==> src/rtl/dll_pkg.sv <==
// Shared constants for the doubly linked list engine: capacity, widths,
// action codes and status codes. No dependencies.
`default_nettype none
package dll_pkg;
   localparam int CAPACITY = 16;
   localparam int IDX_W = $clog2(CAPACITY);
   localparam int CNT_W = $clog2(CAPACITY + 1);
   localparam int VAL_W = 32;

   localparam logic [2:0] ACT_INS_TAIL = 3'd0;
   localparam logic [2:0] ACT_INS_HEAD = 3'd1;
   localparam logic [2:0] ACT_INS_POS  = 3'd2;
   localparam logic [2:0] ACT_LIST_FWD = 3'd3;
   localparam logic [2:0] ACT_LIST_BCK = 3'd4;
   localparam logic [2:0] ACT_DEL_TAIL = 3'd5;
   localparam logic [2:0] ACT_DEL_HEAD = 3'd6;
   localparam logic [2:0] ACT_DEL_POS  = 3'd7;

   localparam logic [1:0] STS_OK     = 2'd0;
   localparam logic [1:0] STS_EMPTY  = 2'd1;
   localparam logic [1:0] STS_BADPOS = 2'd2;
   localparam logic [1:0] STS_FULL   = 2'd3;
endpackage
`default_nettype wire

==> src/rtl/dll_ram.sv <==
// Generic single-write, single-read RAM with a registered read port.
// No dependencies.
`default_nettype none
module dll_ram #(
   parameter int WIDTH = 32,
   parameter int DEPTH = 16,
   localparam int AW = $clog2(DEPTH)
) (
   input  wire logic             clock,
   input  wire logic             wr_en,
   input  wire logic [AW-1:0]    wr_addr,
   input  wire logic [WIDTH-1:0] wr_data,
   input  wire logic [AW-1:0]    rd_addr,
   output logic      [WIDTH-1:0] rd_data
);
   logic [WIDTH-1:0] mem [DEPTH];
   logic [WIDTH-1:0] rd_data_ff;

   // Write port and registered read port.
   always_ff @(posedge clock) begin
      if (wr_en) begin
         mem[wr_addr] <= wr_data;
      end
      rd_data_ff <= mem[rd_addr];
   end

   assign rd_data = rd_data_ff;
endmodule
`default_nettype wire

==> src/rtl/doubly_linked_list_engine.sv <==
// Doubly linked list engine top level: control sequencer and list state.
// Depends on dll_pkg and dll_ram.
//
// Usage: a request beat (req_action, req_item_value, req_position) is taken
// when req_valid and req_ready are both high. Each request produces one or
// more response beats (rsp_out_value, rsp_status, rsp_last); the final beat
// of a request has rsp_last set. Values, next links and previous links live
// in three RAMs with a registered read.
// Inserts at the head or tail, rejected requests and requests on an empty
// list answer in the cycle after acceptance; while rsp_ready stays high, one
// request per cycle. A positional insert walks pos-2 links, one RAM read per
// cycle, then writes the new node's links and, in S_LINK, its neighbours'
// links. A positional removal walks pos-1 links, then unlinks the node and
// answers; a head or tail removal unlinks without a walk. A listing gives
// count beats, one per cycle while rsp_ready stays high, after a first read.
// A new request is taken only when the sequencer is idle.
// Reset clears the list (empty, pointers zero) at once; RAM contents are not
// cleared. While rsp_ready is low the pending beat holds and listings pause.
`default_nettype none
module doubly_linked_list_engine (
   input  wire logic                            clock,
   input  wire logic                            reset,
   input  wire logic                            req_valid,
   output logic                                 req_ready,
   input  wire logic [2:0]                      req_action,
   input  wire logic signed [dll_pkg::VAL_W-1:0] req_item_value,
   input  wire logic [7:0]                      req_position,
   output logic                                 rsp_valid,
   input  wire logic                            rsp_ready,
   output logic signed [dll_pkg::VAL_W-1:0]      rsp_out_value,
   output logic [1:0]                           rsp_status,
   output logic                                 rsp_last
);
   import dll_pkg::*;

   typedef enum logic [1:0] {S_IDLE, S_WALK, S_LINK, S_LIST} state_type;

   state_type            state_ff, state_in;
   logic [IDX_W-1:0]     cur_ff, cur_in;
   logic [CNT_W-1:0]     steps_ff, steps_in;
   logic [IDX_W-1:0]     n_ff, n_in;
   logic [IDX_W-1:0]     after_ff, after_in;
   logic                 fwd_ff, fwd_in;
   logic                 is_ins_ff, is_ins_in;
   logic [VAL_W-1:0]     value_ff, value_in;
   logic [IDX_W-1:0]     head_ff, head_in;
   logic [IDX_W-1:0]     tail_ff, tail_in;
   logic [CNT_W-1:0]     count_ff, count_in;
   logic [CAPACITY-1:0]  used_ff, used_in;
   logic                 rsp_valid_ff, rsp_valid_in;
   logic [VAL_W-1:0]     rsp_value_ff, rsp_value_in;
   logic [1:0]           rsp_status_ff, rsp_status_in;
   logic                 rsp_last_ff, rsp_last_in;

   logic [IDX_W-1:0]     rd_addr;
   logic [VAL_W-1:0]     rd_val;
   logic [IDX_W-1:0]     rd_next, rd_prev;
   logic                 val_we, next_we, prev_we;
   logic [IDX_W-1:0]     val_wa, next_wa, prev_wa;
   logic [VAL_W-1:0]     val_wd;
   logic [IDX_W-1:0]     next_wd, prev_wd;

   logic [IDX_W-1:0]     free_idx;
   logic                 can_emit, accept;
   logic [8:0]           pos_ext, cnt_ext;
   logic [7:0]           pos_m1, pos_m2;
   logic [IDX_W-1:0]     link_sel;

   // Entry stores.
   dll_ram #(.WIDTH(VAL_W), .DEPTH(CAPACITY)) u_val_ram (
      .clock(clock), .wr_en(val_we), .wr_addr(val_wa), .wr_data(val_wd),
      .rd_addr(rd_addr), .rd_data(rd_val));
   dll_ram #(.WIDTH(IDX_W), .DEPTH(CAPACITY)) u_next_ram (
      .clock(clock), .wr_en(next_we), .wr_addr(next_wa), .wr_data(next_wd),
      .rd_addr(rd_addr), .rd_data(rd_next));
   dll_ram #(.WIDTH(IDX_W), .DEPTH(CAPACITY)) u_prev_ram (
      .clock(clock), .wr_en(prev_we), .wr_addr(prev_wa), .wr_data(prev_wd),
      .rd_addr(rd_addr), .rd_data(rd_prev));

   // Lowest unused slot.
   always_comb begin
      free_idx = '0;
      for (int i = CAPACITY - 1; i >= 0; i--) begin
         if (!used_ff[i]) begin
            free_idx = IDX_W'(i);
         end
      end
   end

   assign can_emit  = !rsp_valid_ff || rsp_ready;
   assign req_ready = (state_ff == S_IDLE) && can_emit;
   assign accept    = req_valid && req_ready;
   assign pos_ext   = {1'b0, req_position};
   assign cnt_ext   = 9'(count_ff);
   assign pos_m1    = req_position - 8'd1;
   assign pos_m2    = req_position - 8'd2;
   assign link_sel  = fwd_ff ? rd_next : rd_prev;

   // Sequencer: decode, link walk, list updates and response beat.
   always_comb begin
      state_in      = state_ff;
      cur_in        = cur_ff;
      steps_in      = steps_ff;
      n_in          = n_ff;
      after_in      = after_ff;
      fwd_in        = fwd_ff;
      is_ins_in     = is_ins_ff;
      value_in      = value_ff;
      head_in       = head_ff;
      tail_in       = tail_ff;
      count_in      = count_ff;
      used_in       = used_ff;
      rsp_valid_in  = rsp_valid_ff && !rsp_ready;
      rsp_value_in  = rsp_value_ff;
      rsp_status_in = rsp_status_ff;
      rsp_last_in   = rsp_last_ff;
      rd_addr       = cur_ff;
      val_we  = 1'b0; val_wa  = '0; val_wd  = '0;
      next_we = 1'b0; next_wa = '0; next_wd = '0;
      prev_we = 1'b0; prev_wa = '0; prev_wd = '0;

      case (state_ff)
         S_IDLE: begin
            if (accept) begin
               rsp_value_in = '0;
               rsp_last_in  = 1'b1;
               case (req_action) inside
                  ACT_INS_TAIL, ACT_INS_HEAD, ACT_INS_POS: begin
                     if (count_ff == CNT_W'(CAPACITY)) begin
                        rsp_valid_in  = 1'b1;
                        rsp_status_in = STS_FULL;
                     end else if (req_action == ACT_INS_POS &&
                                  (req_position == 8'd0 || pos_ext > cnt_ext + 9'd1)) begin
                        rsp_valid_in  = 1'b1;
                        rsp_status_in = STS_BADPOS;
                     end else if (req_action == ACT_INS_POS && req_position != 8'd1 &&
                                  pos_ext != cnt_ext + 9'd1) begin
                        // Middle insert: walk to the node before the position.
                        n_in      = free_idx;
                        used_in   = used_ff | (CAPACITY'(1) << free_idx);
                        count_in  = count_ff + 1'b1;
                        value_in  = req_item_value;
                        cur_in    = head_ff;
                        rd_addr   = head_ff;
                        steps_in  = pos_m2[CNT_W-1:0];
                        is_ins_in = 1'b1;
                        state_in  = S_WALK;
                     end else begin
                        // Insert at an end, done in this cycle.
                        val_we   = 1'b1;
                        val_wa   = free_idx;
                        val_wd   = req_item_value;
                        used_in  = used_ff | (CAPACITY'(1) << free_idx);
                        count_in = count_ff + 1'b1;
                        if (count_ff == '0) begin
                           head_in = free_idx;
                           tail_in = free_idx;
                        end else if (req_action == ACT_INS_HEAD ||
                                     (req_action == ACT_INS_POS && req_position == 8'd1)) begin
                           next_we = 1'b1; next_wa = free_idx; next_wd = head_ff;
                           prev_we = 1'b1; prev_wa = head_ff;  prev_wd = free_idx;
                           head_in = free_idx;
                        end else begin
                           prev_we = 1'b1; prev_wa = free_idx; prev_wd = tail_ff;
                           next_we = 1'b1; next_wa = tail_ff;  next_wd = free_idx;
                           tail_in = free_idx;
                        end
                        rsp_valid_in  = 1'b1;
                        rsp_status_in = STS_OK;
                     end
                  end
                  ACT_LIST_FWD, ACT_LIST_BCK: begin
                     if (count_ff == '0) begin
                        rsp_valid_in  = 1'b1;
                        rsp_status_in = STS_EMPTY;
                     end else begin
                        fwd_in   = (req_action == ACT_LIST_FWD);
                        cur_in   = (req_action == ACT_LIST_FWD) ? head_ff : tail_ff;
                        rd_addr  = (req_action == ACT_LIST_FWD) ? head_ff : tail_ff;
                        steps_in = count_ff;
                        state_in = S_LIST;
                     end
                  end
                  default: begin
                     if (count_ff == '0) begin
                        rsp_valid_in  = 1'b1;
                        rsp_status_in = STS_EMPTY;
                     end else if (req_action == ACT_DEL_POS &&
                                  (req_position == 8'd0 || pos_ext > cnt_ext)) begin
                        rsp_valid_in  = 1'b1;
                        rsp_status_in = STS_BADPOS;
                     end else begin
                        cur_in    = (req_action == ACT_DEL_TAIL) ? tail_ff : head_ff;
                        rd_addr   = (req_action == ACT_DEL_TAIL) ? tail_ff : head_ff;
                        steps_in  = (req_action == ACT_DEL_POS) ? pos_m1[CNT_W-1:0] : '0;
                        is_ins_in = 1'b0;
                        state_in  = S_WALK;
                     end
                  end
               endcase
            end
         end
         S_WALK: begin
            if (steps_ff != '0) begin
               // One link per cycle.
               cur_in   = rd_next;
               rd_addr  = rd_next;
               steps_in = steps_ff - 1'b1;
            end else if (is_ins_ff) begin
               // New node points at its neighbors.
               val_we  = 1'b1; val_wa  = n_ff; val_wd  = value_ff;
               next_we = 1'b1; next_wa = n_ff; next_wd = rd_next;
               prev_we = 1'b1; prev_wa = n_ff; prev_wd = cur_ff;
               after_in = rd_next;
               state_in = S_LINK;
            end else if (can_emit) begin
               // Unlink the node read this cycle and return its value.
               if (count_ff <= CNT_W'(1)) begin
                  head_in  = '0;
                  tail_in  = '0;
                  count_in = '0;
               end else begin
                  if (cur_ff == head_ff) begin
                     head_in = rd_next;
                  end else if (cur_ff == tail_ff) begin
                     tail_in = rd_prev;
                  end else begin
                     next_we = 1'b1; next_wa = rd_prev; next_wd = rd_next;
                     prev_we = 1'b1; prev_wa = rd_next; prev_wd = rd_prev;
                  end
                  count_in = count_ff - 1'b1;
               end
               used_in       = used_ff & ~(CAPACITY'(1) << cur_ff);
               rsp_valid_in  = 1'b1;
               rsp_value_in  = rd_val;
               rsp_status_in = STS_OK;
               rsp_last_in   = 1'b1;
               state_in      = S_IDLE;
            end
         end
         S_LINK: begin
            // Neighbors point at the new node.
            next_we = 1'b1; next_wa = cur_ff;   next_wd = n_ff;
            prev_we = 1'b1; prev_wa = after_ff; prev_wd = n_ff;
            if (can_emit) begin
               rsp_valid_in  = 1'b1;
               rsp_value_in  = '0;
               rsp_status_in = STS_OK;
               rsp_last_in   = 1'b1;
               state_in      = S_IDLE;
            end
         end
         S_LIST: begin
            if (can_emit) begin
               rsp_valid_in  = 1'b1;
               rsp_value_in  = rd_val;
               rsp_status_in = STS_OK;
               rsp_last_in   = (steps_ff == CNT_W'(1));
               if (steps_ff == CNT_W'(1)) begin
                  state_in = S_IDLE;
               end else begin
                  cur_in   = link_sel;
                  rd_addr  = link_sel;
                  steps_in = steps_ff - 1'b1;
               end
            end
         end
         default: begin
            state_in = S_IDLE;
         end
      endcase
   end

   // State and registered outputs.
   always_ff @(posedge clock) begin
      if (reset) begin
         state_ff     <= S_IDLE;
         head_ff      <= '0;
         tail_ff      <= '0;
         count_ff     <= '0;
         used_ff      <= '0;
         rsp_valid_ff <= 1'b0;
      end else begin
         state_ff     <= state_in;
         head_ff      <= head_in;
         tail_ff      <= tail_in;
         count_ff     <= count_in;
         used_ff      <= used_in;
         rsp_valid_ff <= rsp_valid_in;
      end
      cur_ff        <= cur_in;
      steps_ff      <= steps_in;
      n_ff          <= n_in;
      after_ff      <= after_in;
      fwd_ff        <= fwd_in;
      is_ins_ff     <= is_ins_in;
      value_ff      <= value_in;
      rsp_value_ff  <= rsp_value_in;
      rsp_status_ff <= rsp_status_in;
      rsp_last_ff   <= rsp_last_in;
   end

   assign rsp_valid     = rsp_valid_ff;
   assign rsp_out_value = rsp_value_ff;
   assign rsp_status    = rsp_status_ff;
   assign rsp_last      = rsp_last_ff;
endmodule
`default_nettype wire

==> config.mk <==
export PLATFORM = sky130hd
export DESIGN_NAME = doubly_linked_list_engine
export DESIGN_NICKNAME = d
export VERILOG_FILES = /design/src/rtl/dll_pkg.sv /design/src/rtl/dll_ram.sv /design/src/rtl/doubly_linked_list_engine.sv
export SDC_FILE = /design/constraint.sdc
export NUM_CORES = 1
export LEC_CHECK = 0
export BUFFER_PORTS_ARGS = -buffer_cell sky130_fd_sc_hd__buf_2
export CAP_MARGIN = 10
export CORE_MARGIN = 2
export CORE_UTILIZATION = 55
export DETAILED_ROUTE_END_ITERATION = 8
export GPL_ROUTABILITY_DRIVEN = 1
export GPL_TIMING_DRIVEN = 1
export PLACE_DENSITY = 0.68
export SETUP_SLACK_MARGIN = 0.4
export SYNTH_ARGS = -nofsm -noshare
export SYNTH_HDL_FRONTEND = slang
export SYNTH_SLANG_ARGS = --single-unit
export TNS_END_PERCENT = 5
==> constraint.sdc <==
create_clock -name clock -period 9 [get_ports clock]
set_input_delay 0.9 -clock clock [delete_from_list [all_inputs] [get_ports clock]]
set_output_delay 0.9 -clock clock [all_outputs]
set_load 0.05 [all_outputs]
==> impl_summary.log, run 1 <==
INFO  metric result_of_the_run = completed
INFO  metric static_leak = 0.0146 uW
INFO  metric power_per_cell_area = 371 nW/um2
INFO  metric starting_density_of_the_core = 0.555
INFO  metric final_period_minus_worst_setup_slack = 5.81 ns
INFO  metric post_route_worst_setup_slack = 3.19 ns
INFO  metric max-clock-path-buffers = 3
INFO  metric yosysMostFrequentCell = sky130_fd_sc_hd__edfxtp_1
INFO  metric drt_wl_total = 118000 um
INFO  metric maximum_clock_frequency = 172 MHz
INFO  metric number_of_nets_still_failing_antenna_checks_after_routing = 0
INFO  metric post_drt_via_cell_ratio = 7.15
INFO  metric worstPathMaxFanout = 39
INFO  metric cts_sinks = 798
INFO  metric report.final.slew_viol_count = 0
INFO  metric gp_congestion = 0.899
INFO  metric count_of_different_cell_masters_after_synthesis = 75
INFO  metric synthesis.yosys.warnings = 0
INFO  metric holdCritPathClass = in2reg
INFO  metric dieArea = 72900 um2
INFO  metric worst-endpoint-arrival = 6.07 ns
INFO  metric total_via_count_in_the_routed_design = 30019
INFO  metric clock_tree.htree_level_count = 3
INFO  metric synth.area.top_cells = sky130_fd_sc_hd__edfxtp_1 (56%), sky130_fd_sc_hd__o311a_1 (6.2%), sky130_fd_sc_hd__o41ai_1 (5.4%)
INFO  metric final.setup.tns = 0 ns
INFO  metric initial_antenna_violation_count = 7
INFO  metric rows = 97
INFO  metric synthCells = 3324
INFO  metric netlist_area = 38900 um2
INFO  metric timing.critical_path.to_type = flop
INFO  metric clk_root_buffer_cell = sky130_fd_sc_hd__clkbuf_16
INFO  metric flops_latches_synth = 798
INFO  metric drt-initial-drc-count = 4315
INFO  metric number_of_global_route_vias_before_repair = 28802
INFO  metric ir_drop = 0.000455 V
INFO  metric die_width = 270 um
INFO  metric hold_violations = 0
INFO  metric numCtsBuffers = 84
INFO  metric die_height = 270 um
INFO  metric slew_headroom = 0.225
INFO  metric tritoncts = done
INFO  metric post-synth-top-area-fraction = 0.557
INFO  metric synth_top_cells_by_count = sky130_fd_sc_hd__edfxtp_1 (722), sky130_fd_sc_hd__nor3_1 (402), sky130_fd_sc_hd__nand2_1 (373), sky130_fd_sc_hd__clkbuf_1 (304), sky130_fd_sc_hd__nand3_1 (273)
INFO  metric num-nets-final = 3257
INFO  metric final.setup_skew = 0.0224 ns
INFO  metric cts.hold.buffers_added = 0
INFO  metric worstSetupPathType = reg2reg
INFO  metric asyncSetResetFlopFracSynth = 0
INFO  metric postSynthAreaPerCell = 11.7 um2
INFO  metric number_of_flops_mapped_to_enable_cells_by_yosys = 722
INFO  metric largest_net_degree_at_the_start_of_global_routing = 248
INFO  metric clock_pin_slew_on_the_worst_setup_and_hold_paths = 0.06 ns
INFO  metric io_buffer_count = 83
INFO  metric core-area = 70000 um2
INFO  metric clk_latency = 0.64 ns
INFO  metric cts-resized-gates = 0
INFO  metric first_pass_grt_wire_length = 178000 um
INFO  metric setup_violations = 0
INFO  metric global_route_usage_sum = 0.315
INFO  metric worst-slew-pin-transition = 1.16 ns
INFO  metric synthesized_net_count = 3396
INFO  metric detail_route.drc_violations = 0
INFO  metric first_pass_iters = 6
INFO  metric fin_crit_sh = 0.646
INFO  metric dp_hpwl = 60900 um
INFO  metric cp.required = 9.25 ns
INFO  metric postSynth.topFlopCell = sky130_fd_sc_hd__edfxtp_1
INFO  metric cp-start-kind = flop
INFO  metric area_delta_synth_final = 9.54%
INFO  metric detail_route.wl_per_cell = 28.1 um
INFO  metric post_route_cells_drive_above_1_share = 0.116
INFO  metric pin_count = 84
INFO  metric dp_worst_setup_slack = 3.23 ns
INFO  metric unrepaired_setup_endpoints_after_global_routing = no
INFO  metric yosys.area.top_type = sky130_fd_sc_hd__edfxtp_1
INFO  metric overflow = 0
INFO  metric cts_setup_buffers = 0
INFO  metric max-cap-violations = 0
INFO  metric synth-seq-area-share = 0.597
[sequential cells by signal, indices dropped and copies added, names as in the netlist, 4 cells and up]
register and count:
after_ff 4, count_ff 5, cur_ff 4, head_ff 4, n_ff 4, rsp_out_value 32, steps_ff 5, tail_ff 4
u_next_ram.mem 64, u_next_ram.rd_data 4, u_prev_ram.mem 64, u_prev_ram.rd_data 4, u_val_ram.mem 512, u_val_ram.rd_data 32, used_ff 16, value_ff 32
[final timing paths]
check	start	slack, ns	cells past startpoint	endpoint
max reg2reg	count_ff[0]	3.19	15	u_val_ram.mem[3][23]
min	req_item_value[9]	0.46	1	value_ff[9]
max	count_ff[0]	3.19	15	u_val_ram.mem[3][23]
min reg2reg	used_ff[9]	0.51	2	used_ff[9]
[area by class of cell]
| type | instances | area (um2) |
|---|---|---|
| Multi-Input combinational cell | 2109 | 14300 |
| Inverter | 40 | 153 |
| Clock buffer | 117 | 2390 |
| Timing Repair Buffer | 152 | 1020 |
| Clock inverter | 37 | 384 |
| Tap cell | 940 | 1180 |
| Antenna cell | 3 | 7.51 |
| Sequential cell | 798 | 23200 |
| Fill cell | 5487 | 27400 |
[cell families after synthesis]
| logic type | after synthesis | synth area share |
|---|---|---|
| flip-flops | 798 | 0.597 |
| buffers and inverters | 417 | 0.0422 |
| XOR/XNOR | 18 | 0.00405 |
| AND/OR/NAND/NOR | 1206 | 0.145 |
| adder cells (fa/ha/maj) | 25 | 0.00804 |
| AO/OA/AOI/OAI | 808 | 0.178 |
| multiplexers | 52 | 0.0264 |
[critical path, cell delays in order (launching register included)]
cell,delay (ns)
sky130_fd_sc_hd__dfxtp_1,0.56
sky130_fd_sc_hd__inv_1,0.17
sky130_fd_sc_hd__nor3_1,0.36
sky130_fd_sc_hd__nand3_1,0.13
sky130_fd_sc_hd__ha_1,0.33
sky130_fd_sc_hd__nand4_1,0.14
sky130_fd_sc_hd__a21oi_1,0.33
sky130_fd_sc_hd__o31ai_1,0.14
sky130_fd_sc_hd__a21boi_1,0.43
sky130_fd_sc_hd__nor3_2,0.12
sky130_fd_sc_hd__buf_4,0.34
sky130_fd_sc_hd__a22oi_1,0.63
sky130_fd_sc_hd__o21ai_0,0.46
sky130_fd_sc_hd__or2_2,0.46
sky130_fd_sc_hd__nor3_2,0.12
sky130_fd_sc_hd__buf_4,0.69
[report_power, final]
part           leakage, uW  internal (uW)  switching, uW
Sequential         0.00734           4400            286
Combinational      0.00590           2490           5140
Clock              0.00136           2060           1450
[stage by stage]
stage	area, um2	hold WS [ns]	power [uW]	cells	utilization
6_report	42600	0.458	15800	4196	0.608
5_1_grt	42600	0.446	16500	4196	0.608
4_1_cts	42600	0.436	15700	4189	0.608
3_5_place_dp	39800	0.501	12200	4035	0.568
3_3_place_gp	39800	0.485	12100	4035	0.568
2_1_floorplan	38900	0.466	10200	3324	-
[cells in the final DEF, fill, tap and decap left out, types with 11 or more instances in the layout]
master	n
sky130_fd_sc_hd__nand2_1	371
sky130_fd_sc_hd__o311a_1	240
sky130_fd_sc_hd__nand3_1	273
sky130_fd_sc_hd__clkinv_1	14
sky130_fd_sc_hd__clkbuf_16	86
sky130_fd_sc_hd__a22oi_1	13
sky130_fd_sc_hd__nor2b_1	12
sky130_fd_sc_hd__o211ai_1	13
sky130_fd_sc_hd__o41ai_1	242
sky130_fd_sc_hd__edfxtp_1	722
sky130_fd_sc_hd__mux4_2	40
sky130_fd_sc_hd__a2111o_1	40
sky130_fd_sc_hd__clkbuf_1	19
sky130_fd_sc_hd__inv_1	37
sky130_fd_sc_hd__nor3_1	385
sky130_fd_sc_hd__ha_1	25
sky130_fd_sc_hd__nor3_2	18
sky130_fd_sc_hd__a22o_1	34
sky130_fd_sc_hd__buf_4	60
sky130_fd_sc_hd__dfxtp_1	76
sky130_fd_sc_hd__o21ai_0	44
sky130_fd_sc_hd__clkbuf_8	12
sky130_fd_sc_hd__a21oi_1	80
sky130_fd_sc_hd__buf_2	83
sky130_fd_sc_hd__nor2_1	75
sky130_fd_sc_hd__xnor2_1	11
[routing by layer]
| metal | wire length (um) | global-route usage | up-vias |
|---|---|---|---|
| met2 | 54700 | 0.490 | 1824 |
| met3 | 12000 | 0.0584 | 286 |
| met5 | 0 | 0 | - |
| li1 | - | - | 13097 |
| met4 | 3960 | 0.124 | 0 |
| met1 | 47100 | 0.442 | 14812 |
Power figures use the tool's default switching activity.
==> inputs of run 2 (changes only) <==
clock period = 5.8 ns   (was 9 ns; I/O delays follow)
==> impl_summary.log, run 2 (synthesized netlist as in run 1, its figures left out) <==
INFO  metric placed_area = 40000 um2
INFO  metric cts_setup_buffers = 0
INFO  metric drt_wl_total = 115000 um
INFO  metric max_flop_register = u_val_ram.mem
INFO  metric pin_count = 84
INFO  metric fin_crit_sh = 0.871
INFO  metric grt_use_met1 = 0.453
INFO  metric power_per_cell_area = 580 nW/um2
INFO  metric clock_tree.htree_level_count = 3
INFO  metric final_common_cell = sky130_fd_sc_hd__edfxtp_1
INFO  metric io_buffer_count = 83
INFO  metric total_via_count_in_the_routed_design = 29997
INFO  metric globalRoute.busiestLayer = met2
INFO  metric unrepaired_setup_endpoints_after_global_routing = yes
INFO  metric worstPathMaxFanout = 32
INFO  metric first_pass_iters = 9
INFO  metric clock_pin_slew_on_the_worst_setup_and_hold_paths = 0.06 ns
INFO  metric fillerInstances = 5401
INFO  metric area_delta_synth_final = 10.4%
INFO  metric overflow = 0
INFO  metric die_width = 270 um
INFO  metric detail_route.wl_per_cell = 27.4 um
INFO  metric largest_register_ffs = 512
INFO  metric failed_checks = DRC
INFO  metric hold_violations = 0
INFO  metric ff_latch_area = 23200 um2
INFO  metric post-route-cell-area = 42900 um2
INFO  metric static_leak = 0.0148 uW
INFO  metric first_pass_grt_wire_length = 176000 um
INFO  metric clk_latency = 0.65 ns
INFO  metric multi_input_comb_area = 14300 um2
INFO  metric worst_setup_path_startpoint = count_ff[0]
INFO  metric worst-endpoint-arrival = 5.32 ns
INFO  metric rows = 97
INFO  metric final_period_minus_worst_setup_slack = 5.05 ns
INFO  metric report.final.slew_viol_count = 0
INFO  metric post_route_worst_setup_slack = 0.751 ns
INFO  metric cts.hold.buffers_added = 0
INFO  metric hp-start = req_item_value[12]
INFO  metric ir_drop = 0.000644 V
INFO  metric cts_sinks = 798
INFO  metric clk_root_buffer_cell = sky130_fd_sc_hd__clkbuf_16
INFO  metric crit-reg2reg-launch = count_ff[0]
INFO  metric worstSetupPathType = reg2reg
INFO  metric slew_headroom = 0.213
INFO  metric core-area = 70000 um2
INFO  metric initial_antenna_violation_count = 8
INFO  metric number_of_global_route_vias_before_repair = 28154
INFO  metric dieArea = 72900 um2
INFO  metric maximum_clock_frequency = 198 MHz
INFO  metric grt.met2_usage = 0.472
INFO  metric post_drt_via_cell_ratio = 7.10
INFO  metric tritoncts = done
INFO  metric holdCritPathClass = in2reg
INFO  metric num-nets-final = 3273
INFO  metric hold_path_depth = 1
INFO  metric top_regs = u_val_ram.mem: 512 flops, u_next_ram.mem: 64 flops, u_prev_ram.mem: 64 flops
INFO  metric max-cap-violations = 0
INFO  metric starting_density_of_the_core = 0.555
INFO  metric dp_worst_setup_slack = 0.682 ns
INFO  metric global_route_usage_sum = 0.310
INFO  metric timing.reg2reg.worst_path_depth = 14
INFO  metric timing.critical_path.to_type = flop
INFO  metric drt-initial-drc-count = 4324
INFO  metric post_route_cells_drive_above_1_share = 0.123
INFO  metric detail_route.drc_violations = 2
INFO  metric grt_util_met3 = 0.0487
INFO  metric cp-start-kind = flop
INFO  metric cp.required = 6.07 ns
INFO  metric final.setup_skew = 0.0300 ns
INFO  metric mostFrequentLayoutCells = sky130_fd_sc_hd__edfxtp_1 (722), sky130_fd_sc_hd__nor3_1 (385), sky130_fd_sc_hd__nand2_1 (371)
INFO  metric die_height = 270 um
INFO  metric max-clock-path-buffers = 3
INFO  metric worst-slew-pin-transition = 1.17 ns
INFO  metric gp_congestion = 0.949
INFO  metric numCtsBuffers = 84
INFO  metric setup_violations = 0
INFO  metric dp_hpwl = 65800 um
INFO  metric result_of_the_run = complete, but fails checks
INFO  metric number_of_nets_still_failing_antenna_checks_after_routing = 0
INFO  metric largest_net_degree_at_the_start_of_global_routing = 235
[run 2: changes by cell type in the layout (fill, tap and decap cells not counted), sizes merged]
cell	delta
clkinv	+5
bufinv	+3
clkbuf	-5
inv	-2
clkinvlp	+2
buf	+17
diode	+6
[run 2: final cells by class]
type	count	area share
Sequential cell	798	0.540
Multi-Input combinational cell	2109	0.332
Clock buffer	113	0.0549
Timing Repair Buffer	168	0.0295
Tap cell	940	0.0274
Clock inverter	45	0.0118
Inverter	40	0.00355
Antenna cell	9	0.000524
[run 2: power breakdown]
group | internal, uW | switching (uW)
clock network | 3310 | 2310
logic | 4010 | 8050
registers | 6820 | 409
[run 2: path summary, 6_finish.rpt]
kind / to / slack (ns)
setup / recovery: u_val_ram.mem[11][4] / 0.75
hold reg to reg: used_ff[9] / 0.52
hold / removal: value_ff[12] / 0.13
setup reg to reg: u_val_ram.mem[11][4] / 0.75
[run 2: layer usage]
metal  up-vias  wire [um]
li1      13139          -
met2      1708      53100
met4         2       3420
met5         -         13
met3       250      10700
met1     14898      48300
[run 2: through the flow]
| step | total power (uW) | hold WS [ns] | TNS, ns | util | cells |
|---|---|---|---|---|---|
| 2_1_floorplan | 15800 | 0.466 | -31.75 | - | 3324 |
| 3_3_place_gp | 19000 | 0.489 | 0 | 0.572 | 4054 |
| 3_5_place_dp | 19100 | 0.507 | 0 | 0.572 | 4054 |
| 4_1_cts | 24700 | 0.106 | 0 | 0.612 | 4212 |
| 5_1_grt | 26000 | 0.119 | 0 | 0.613 | 4219 |
| 6_report | 24900 | 0.130 | 0 | 0.613 | 4222 |
[run 2: what timing repair did]
action / in CTS / in global routing
endpoints found under the setup margin: 0 / 106
hold endpoints to repair: 0 / 0
gates resized for setup: 0 / 3
[run 2: worst max-delay path, stage by stage, from the launching register on]
cell                       delay, ns
sky130_fd_sc_hd__dfxtp_1        0.54
sky130_fd_sc_hd__inv_1          0.16
sky130_fd_sc_hd__nor3_1         0.37
sky130_fd_sc_hd__xnor2_1        0.12
sky130_fd_sc_hd__ha_1           0.32
sky130_fd_sc_hd__nand4_1        0.12
sky130_fd_sc_hd__a21oi_1        0.26
sky130_fd_sc_hd__o31ai_1        0.11
sky130_fd_sc_hd__a21boi_1       0.49
sky130_fd_sc_hd__nor3_2         0.17
sky130_fd_sc_hd__a22oi_1        0.53
sky130_fd_sc_hd__o21ai_0        0.44
sky130_fd_sc_hd__or2_2          0.46
sky130_fd_sc_hd__nor3_2         0.11
sky130_fd_sc_hd__buf_4          0.48
